### config.mk
export PLATFORM = sky130hd
export DESIGN_NAME = sorted_list_engine_unit
export DESIGN_NICKNAME = d
export VERILOG_FILES = /design/src/rtl/sle_pkg.sv /design/src/rtl/sle_cell.sv /design/src/rtl/sorted_list_engine_unit.sv
export SDC_FILE = /design/constraint.sdc
export NUM_CORES = 2
export LEC_CHECK = 0
export ABC_AREA = 0
export ABC_CLOCK_PERIOD_IN_PS = 21100
export BUFFER_PORTS_ARGS = -buffer_cell sky130_fd_sc_hd__buf_4
export CORE_MARGIN = 4
export CORE_UTILIZATION = 52
export DETAILED_ROUTE_END_ITERATION = 7
export GPL_ROUTABILITY_DRIVEN = 0
export GPL_TIMING_DRIVEN = 1
export PLACE_DENSITY = 0.68
export SLEW_MARGIN = 20
export SYNTH_ARGS = -nofsm -noshare
export SYNTH_HDL_FRONTEND = slang
export SYNTH_HIERARCHICAL = 1
export SYNTH_SLANG_ARGS = --single-unit
### constraint.sdc
create_clock -name clk_i -period 21.1 [get_ports clk_i]
set_input_delay 4.22 -clock clk_i [delete_from_list [all_inputs] [get_ports clk_i]]
set_output_delay 4.22 -clock clk_i [all_outputs]
set_load 0.05 [all_outputs]
### src/rtl/sle_pkg.sv
// ----------------------------------------------------------------------------
// sle_pkg: shared types and constants of the sorted list engine
// Holds the list depth, the data type, the operation and status codes and
// the control word that the top level broadcasts to every list cell.
// ----------------------------------------------------------------------------
package sle_pkg;

  localparam int unsigned DEPTH = 16;
  localparam int unsigned CNT_W = $clog2(DEPTH + 1);
  localparam int unsigned DATA_W = 32;

  typedef logic signed [DATA_W-1:0] data_t;
  typedef logic [CNT_W-1:0] count_t;

  typedef enum logic [1:0] {
    OP_APPEND = 2'd0,
    OP_INSERT = 2'd1,
    OP_DELETE = 2'd2,
    OP_READ   = 2'd3
  } op_e;

  typedef enum logic [1:0] {
    ST_OK      = 2'd0,
    ST_FULL    = 2'd1,
    ST_MISSING = 2'd2,
    ST_EMPTY   = 2'd3
  } status_e;

  typedef enum logic [2:0] {
    CMD_HOLD,
    CMD_APPEND,
    CMD_INSERT,
    CMD_DELETE,
    CMD_ROTATE
  } cmd_e;

  typedef struct packed {
    cmd_e  cmd;
    data_t value;
  } cell_ctl_t;

endpackage

### src/rtl/sle_cell.sv
// ----------------------------------------------------------------------------
// sle_cell: one slot of the sorted list
// Holds one entry and decides its next value from its own compare, from the
// position flag that ripples in from the head side, and from its neighbors.
// ----------------------------------------------------------------------------
module sle_cell (
  input  logic               clk_i,
  input  sle_pkg::cell_ctl_t ctl_i,
  input  logic               valid_i,
  input  logic               next_valid_i,
  input  sle_pkg::data_t     left_i,
  input  sle_pkg::data_t     right_i,
  input  sle_pkg::data_t     head_i,
  input  logic               hit_i,
  output logic               hit_o,
  output sle_pkg::data_t     q_o
);
  import sle_pkg::*;

  data_t entry_q, entry_d;
  logic  flag;

  always_comb begin
    flag    = 1'b0;
    entry_d = entry_q;
    case (ctl_i.cmd)
      CMD_APPEND, CMD_INSERT: begin
        // The new value lands in the first cell that is free or, for a
        // sorted insert, holds an entry that is not smaller; later cells
        // take their left neighbor.
        flag = !valid_i ||
               ((ctl_i.cmd == CMD_INSERT) && !(entry_q < ctl_i.value));
        if (hit_i) begin
          entry_d = left_i;
        end else if (flag) begin
          entry_d = ctl_i.value;
        end
      end
      CMD_DELETE: begin
        flag = valid_i && (entry_q == ctl_i.value);
        if (hit_i || flag) begin
          entry_d = right_i;
        end
      end
      CMD_ROTATE: begin
        // The valid part of the list turns one place toward the head, and
        // the head entry wraps around to the tail.
        if (next_valid_i) begin
          entry_d = right_i;
        end else if (valid_i) begin
          entry_d = head_i;
        end
      end
      default: begin
        entry_d = entry_q;
      end
    endcase
  end

  assign hit_o = hit_i || flag;
  assign q_o   = entry_q;

  always_ff @(posedge clk_i) begin
    entry_q <= entry_d;
  end

endmodule

### src/rtl/sorted_list_engine_unit.sv
// ----------------------------------------------------------------------------
// sorted_list_engine_unit: ordered list of signed Q16.16 values
// Append, sorted insert and delete work on a row of list cells and give one
// result beat in the cycle after the command is taken. A readout streams every entry from
// the head, one beat per cycle, with the last beat marked.
// ----------------------------------------------------------------------------
// An append, insert or delete is taken while idle; busy stays low and a
// new command may follow in the next cycle, its result beat appearing in the
// cycle after it is taken. A readout of N entries holds busy high while the
// cell row rotates the list past the head cell, giving one beat per cycle;
// an empty readout gives a single beat. Every result beat is on the outputs
// for one cycle only, marked by valid_o, and cannot be held.
module sorted_list_engine_unit (
  input  logic                  clk_i,
  input  logic                  rst_ni,
  input  logic                  start,
  output logic                  busy,
  input  logic [1:0]            op_i,
  input  logic signed [31:0]    value_i,
  output logic                  valid_o,
  output logic signed [31:0]    item_value_o,
  output logic                  last_o,
  output logic [1:0]            status_o,
  output logic [sle_pkg::CNT_W-1:0] entry_count_o
);
  import sle_pkg::*;

  typedef enum logic {
    S_IDLE,
    S_READ
  } state_e;

  state_e    state_q, state_d;
  count_t    count_q, count_d;
  count_t    rem_q, rem_d;
  logic      valid_q, valid_d;
  data_t     item_q, item_d;
  logic      last_q, last_d;
  status_e   status_q, status_d;
  cell_ctl_t ctl;
  op_e       op;
  logic      accept;
  logic      full;

  logic [DEPTH-1:0] cell_valid;
  logic [DEPTH:0]   hit;
  data_t            cell_q [DEPTH];

  assign op     = op_e'(op_i);
  assign accept = start && (state_q == S_IDLE);
  assign full   = (count_q == count_t'(DEPTH));

  assign hit[0] = 1'b0;

  for (genvar i = 0; i < DEPTH; i++) begin : g_cell
    data_t left, right;
    logic  next_valid;

    assign cell_valid[i] = (count_q > count_t'(i));

    if (i == 0) begin : g_head
      assign left = '0;
    end else begin : g_body
      assign left = cell_q[i-1];
    end

    if (i == DEPTH - 1) begin : g_tail
      assign right      = '0;
      assign next_valid = 1'b0;
    end else begin : g_inner
      assign right      = cell_q[i+1];
      assign next_valid = (count_q > count_t'(i + 1));
    end

    sle_cell u_cell (
      .clk_i       (clk_i),
      .ctl_i       (ctl),
      .valid_i     (cell_valid[i]),
      .next_valid_i(next_valid),
      .left_i      (left),
      .right_i     (right),
      .head_i      (cell_q[0]),
      .hit_i       (hit[i]),
      .hit_o       (hit[i+1]),
      .q_o         (cell_q[i])
    );
  end

  // The cell command depends only on registered state and the inputs, never
  // on the hit chain that the cells return.
  always_comb begin
    ctl.cmd   = CMD_HOLD;
    ctl.value = value_i;
    if (state_q == S_READ) begin
      ctl.cmd = CMD_ROTATE;
    end else if (accept) begin
      case (op)
        OP_APPEND, OP_INSERT: begin
          if (!full) begin
            ctl.cmd = (op == OP_INSERT) ? CMD_INSERT : CMD_APPEND;
          end
        end
        OP_DELETE: begin
          ctl.cmd = CMD_DELETE;
        end
        default: begin
          ctl.cmd = CMD_HOLD;
        end
      endcase
    end
  end

  always_comb begin
    state_d   = state_q;
    count_d   = count_q;
    rem_d     = rem_q;
    valid_d   = 1'b0;
    item_d    = '0;
    last_d    = 1'b1;
    status_d  = ST_OK;

    case (state_q)
      S_IDLE: begin
        if (accept) begin
          valid_d = 1'b1;
          case (op)
            OP_APPEND, OP_INSERT: begin
              if (full) begin
                status_d = ST_FULL;
              end else begin
                count_d = count_q + count_t'(1);
              end
            end
            OP_DELETE: begin
              if (hit[DEPTH]) begin
                count_d = count_q - count_t'(1);
              end else begin
                status_d = ST_MISSING;
              end
            end
            OP_READ: begin
              if (count_q == '0) begin
                status_d = ST_EMPTY;
              end else begin
                valid_d = 1'b0;
                rem_d   = count_q;
                state_d = S_READ;
              end
            end
            default: begin
              valid_d = 1'b0;
            end
          endcase
        end
      end
      S_READ: begin
        // Each cycle the head entry goes out and the list turns by one, so
        // after the last beat the list is back in its original order.
        valid_d = 1'b1;
        item_d  = cell_q[0];
        last_d  = (rem_q == count_t'(1));
        rem_d   = rem_q - count_t'(1);
        if (last_d) begin
          state_d = S_IDLE;
        end
      end
      default: begin
        state_d = S_IDLE;
      end
    endcase
  end

  always_ff @(posedge clk_i or negedge rst_ni) begin
    if (!rst_ni) begin
      state_q  <= S_IDLE;
      count_q  <= '0;
      rem_q    <= '0;
      valid_q  <= 1'b0;
      item_q   <= '0;
      last_q   <= 1'b0;
      status_q <= ST_OK;
    end else begin
      state_q  <= state_d;
      count_q  <= count_d;
      rem_q    <= rem_d;
      valid_q  <= valid_d;
      item_q   <= item_d;
      last_q   <= last_d;
      status_q <= status_d;
    end
  end

  assign busy          = (state_q == S_READ);
  assign valid_o       = valid_q;
  assign item_value_o  = item_q;
  assign last_o        = last_q;
  assign status_o      = status_q;
  assign entry_count_o = count_q;

endmodule

Word-level counts from Yosys, hierarchy flattened
Index checks and enable logic that the tools add are counted.
- bits in registers: 559
- logic and storage cells: 410
- add/subtract/negate cells: 3
- order comparisons: 32
- equality and inequality tests: 78
- mux-type cells: 138
- bitwise operators: 1
- reductions and logical operators: 135
- operator list (cell ; count):
    32-bit two-way mux ; 78
    32-bit one-hot mux with 3 select lines ; 16
    32-bit == test ; 16
    32-bit less-than comparator ; 16
    3-bit by 1-bit inequality test with 1-bit output, second input constant ; 29
    4-bit AND reduction ; 16
    1-bit logical OR ; 46
    2-bit by 1-bit inequality test with 1-bit output, second input constant ; 21
    5-bit by 4-bit greater-than comparator with 1-bit output, second input constant ; 8
    1-bit one-hot mux with 2 select lines ; 18
    1-bit logical AND ; 33
    1-bit logical NOT ; 32
    5-bit two-way mux ; 5
    5-bit by 3-bit greater-than comparator with 1-bit output, second input constant ; 4
    5-bit one-hot mux with 2 select lines ; 2
    2-bit two-way mux ; 6
    5-bit by 1-bit greater-than comparator with 1-bit output, second input constant ; 2
    5-bit by 2-bit greater-than comparator with 1-bit output, second input constant ; 2
    5-bit by 1-bit subtractor with 5-bit output, second input constant ; 2
    1-bit two-way mux ; 9
    3-bit by 2-bit == test with 1-bit output, second input constant ; 2
    3-bit two-way mux ; 2
    2-bit inequality test, second input constant ; 3
    2-bit one-hot mux with 3 select lines ; 1
    other kinds (16) ; 18

Depth between registers and ports, before layout
- depth after elaboration: 29
- gate-level depth with buffers: 75
- gate-level depth less buffers: 44

Cells and area by module
The synthesis kept the hierarchy.
- modules (own cells, without submodules) (module ; instances ; cells each ; area an instance (um2) ; sequential area each (um2)):
    sle_cell (g_cell[0].u_cell ...) ; 15 ; 275 ; 2731.4 ; 960.9
    sle_cell (g_cell[9].u_cell) ; 1 ; 280 ; 2706.3 ; 960.9
    sorted_list_engine_unit ; 1 ; 195 ; 2114.5 ; 1176.1

Worst setup path after synthesis
Ideal clock, no wire load.
- path kind: input port to flip-flop
- start: input port op_i[1]
- end: register g_cell[15].u_cell.entry_q[0], enable pin
- data arrival time: 19019 ps
- slack: 1649 ps
- stages: 68
- buffers on the path: 31
- path through: buf_2 > nand4b_1 > nand2_1 > nor2_1 > nand3b_1 > nor3_1 > nor2_1 > o31ai_1 > buf_2 > buf_2 > nor2_1 > o31ai_1 > buf_2 > buf_2 > nor2_1 > o31ai_1 > buf_2 > buf_2 > [32 not listed] > nor2_1 > o31ai_1 > buf_2 > buf_2 > nor2_1 > o31ai_1 > buf_2 > buf_2 > nor2_1 > o31ai_1 > buf_2 > buf_2 > nor2_1 > o31ai_1 > buf_2 > buf_2 > nor3_1 > a21oi_1
- RTL lines (what ; line ; text):
    start: declaration ; sorted_list_engine_unit.sv:18 ; input logic [1:0] op_i,
    end signal: assignment ; sle_cell.sv:64 ; entry_q <= entry_d;
    end: declaration ; sle_cell.sv:20 ; data_t entry_q, entry_d;

==> run metrics <==
outcome=finished clean; vias in the first global route=approximately 37000; Achievable Freq=approximately 0.057 GHz; Post-CTS Hold Fix Bufs=0; synthesized area=45800 um2; io pins=a little under 80; Clk pwr share=0.130; WHS=around 550 ps; Sequential Power Share=0.325; worst min path class=flip-flop to flip-flop; Min Clock Period, post-route=about 17000 ps; crit path DAT=roughly 18000 ps; sequential share of the synthesized area=0.361; top cells by area, synth=edfxtp_1, ha_1, a221o_1; H-tree Lvls=3; Area growth syn-to-layout=10.3%; initial core utilization=0.526; Clock Latency Late Sink=approximately 630 ps; Core Region=87000 um2; synthesized flop and latch total=about 560; total wire length=139000 um; total track usage=0.288; Hold Fails Final Rpt=0; pre-CTS WS=between 3000 and 4000 ps; CTS tree=built; # rows=approximately 110; switching share of total power=0.457; CP bufs+invs=15; Post-synth top flop=edfxtp_1; Final Core Density=0.581; DRC violations left=0; gr ovfl total=0; Least-Margin Pin Slew=1130 ps; power density over cell area=around 180 nW/um2; RR Endpoint=g_cell[15].u_cell/q_o[6]; combinational share of power=0.545; Max Cap Viol=0; largest net degree at the start of global routing=84; Levels on crit path=53; Clock Tree Buf Depth=3; maximum vdd drop=approximately 0.14 mV; DR iter-0 viols=approximately 3500; Routed wire per std cell=~24 um; relative slew slack=0.247; vias=about 38000; FF-to-FF path depth=between 50 and 60; Worst R2R Setup Slack=6270 ps; post-synth top area cell=edfxtp_1; number of synthesized flops with an enable pin=512; syn_area_per_cell=9.95 um2; Nets=between 5000 and 6000; vias per cell=roughly 6.4; NetSw=approximately 4.1 mW; Chip Width=between 300 and 400 um; end of the critical path=g_cell[15].u_cell/q_o[6]; setup TNS=0 ps; CP max stage cell=buf_4; Pleak=roughly 23 nW; root buf cell=clkbuf_16; crit-path leading delay family=buffers and inverters; drt pass-1 iters=6; CP endpoint kind=flip-flop; ant diodes=0; CTS resizes=0; Inserted Clock Buffers=70; Worst Skew=20.2 ps; CP max FO=35; Synth Instances=4600; fin. max-slew vios=0; RSZ-0062 raised after global routing=false; # setup viols final=0; beginning of the critical path=start; most frequent CP cell=buf_4; initial antenna violation count=1; CTS sink count=approximately 560; Final Cycle Share=0.829; Antenna Nets Post-Route=0; Synth Warn #=6; post-synth top area share=0.336; crit-path max cell delay=slightly below 600 ps; hpwl dp=around 100000 um; layout cells sized above 1=0.0878; post-synth cell types=62; CP startpoint kind=input port; Int Pwr=approximately 4.9 mW; asr flop ratio synth=0.0841; worst setup margin=around 3600 ps; Clock Pin Slew Worst Setup and Hold Paths=approximately 50 ps; die area=92900 um2; global-route wire length before repair=~220000 um; Reg2Reg Launch Point=entry_count_o[0]; PortBufs=roughly 80; chip height=between 300 and 400 um; critical path type=input port to flip-flop; Req. time, crit path=around 21000 ps; setup bufs post-CTS=0
[per-stage QoR]
stage / total power [mW] / instance area (um2) / cells
detailed placement: 7.74 / 48200 / 5778
CTS: 8.93 / 50400 / 5902
floorplan: 6.20 / 46000 / 4667
finish: 9.03 / 50500 / 5905
global route: 9.58 / 50500 / 5905
global placement: 7.59 / 48200 / 5777
[cell usage after synthesis, types with 15 or more instances]
library cell and n:
a211oi_1 15, a21boi_1 15, a21o_1 48, a21oi_1 200
a221o_1 527, a32oi_1 15, and2_1 32, and3_1 32
buf_2 168, clkbuf_1 49, dfrtp_1 47, edfxtp_1 512
ha_1 520, inv_1 552, mux2i_1 514, nand2_1 149
nand3_1 112, nand3b_1 16, nand4_1 69, nand4_2 30
nand4b_1 16, nor2_1 606, nor2b_1 18, nor3_1 48
nor3_2 15, nor3b_1 16, nor4_2 16, o2111ai_1 15
o211ai_1 30, o211ai_2 15, o21ai_0 45, o21ai_1 17
o31ai_1 31, or2b_1 15, or4_1 15, xnor2_1 23
[layout make-up]
type,instances,area (um2)
Fill cell,7459,36500
Multi-Input combinational cell,3334,26900
Sequential cell,559,16600
Inverter,553,2080
Clock buffer,103,2030
Tap cell,1155,1450
Timing Repair Buffer,180,1430
Clock inverter,21,136
[power by group through the flow]
stage	clock, mW	combinational [mW]	sequential, mW
after floorplan	0	3.32	2.89
after global placement	0	4.67	2.93
after detailed placement	0	4.80	2.94
after CTS	1.19	4.82	2.92
after global routing	1.23	5.35	3.00
final	1.17	4.92	2.94
[tightest hold or removal path: cells and delay by family, from the launching register on]
family | cells | cell delay (ps)
flops | 1 | 390
simple gates | 1 | 80
compound gates | 1 | 40
[worst min path at each step]
stage | end | startpoint | cells after the start | slack [ps]
global placement | rem_q[0] | rem_q[0] | 1 | 540
detailed placement | rem_q[0] | rem_q[0] | 1 | 550
CTS | rem_q[0] | rem_q[0] | 1 | 560
floorplan | last_o | rem_q[4] | 1 | 480
global route | last_o | rem_q[4] | 1 | 600
finish | rem_q[1] | rem_q[1] | 2 | 550
[cell usage in the layout (no fill, tap or decap), types with 45 or more instances in the layout]
cell type and instances:
dfrtp_1 46, nor3_1 48, o21ai_0 45, clkbuf_16 74
ha_1 520, nand2_1 137, nor2_1 588, buf_4 176
a221o_1 527, edfxtp_1 512, nand4_1 69, conb_1 68
a21oi_1 184, mux2i_1 514, nand3_1 112, a21o_1 48
inv_1 552
[state kept, by name (all words and copies together) (netlist names)]
name and count:
busy 1, entry_count_o 5, g_cell.u_cell/q_o 512, item_value_o 32
last_o 1, rem_q 5, status_o 2, valid_o 1
[kinds of logic (layout without fill, tap and decap cells)]
group / count (synthesis) / count (layout) / synth area share
and+or+nand+nor: 1214 / 1214 / 0.131
AOI/OAI and AO/OA: 993 / 993 / 0.180
buffers and inverters: 774 / 857 / 0.0682
DFF: 559 / 559 / 0.361
adders and majority gates: 520 / 520 / 0.142
muxes: 515 / 515 / 0.113
xor gates and xnor gates: 24 / 24 / 0.00459
other: 1 / 68 / 0.0000819
[routing by layer]
layer / vias up / share of wire / GRT usage
met5: - / 0 / 0
met4: 0 / 0.040 / 0.105
met3: 295 / 0.074 / 0.0380
met2: 1632 / 0.46 / 0.468
met1: 18300 / 0.43 / 0.395
li1: 17600 / - / -
Note: power is estimated with default switching activity, not from simulation.
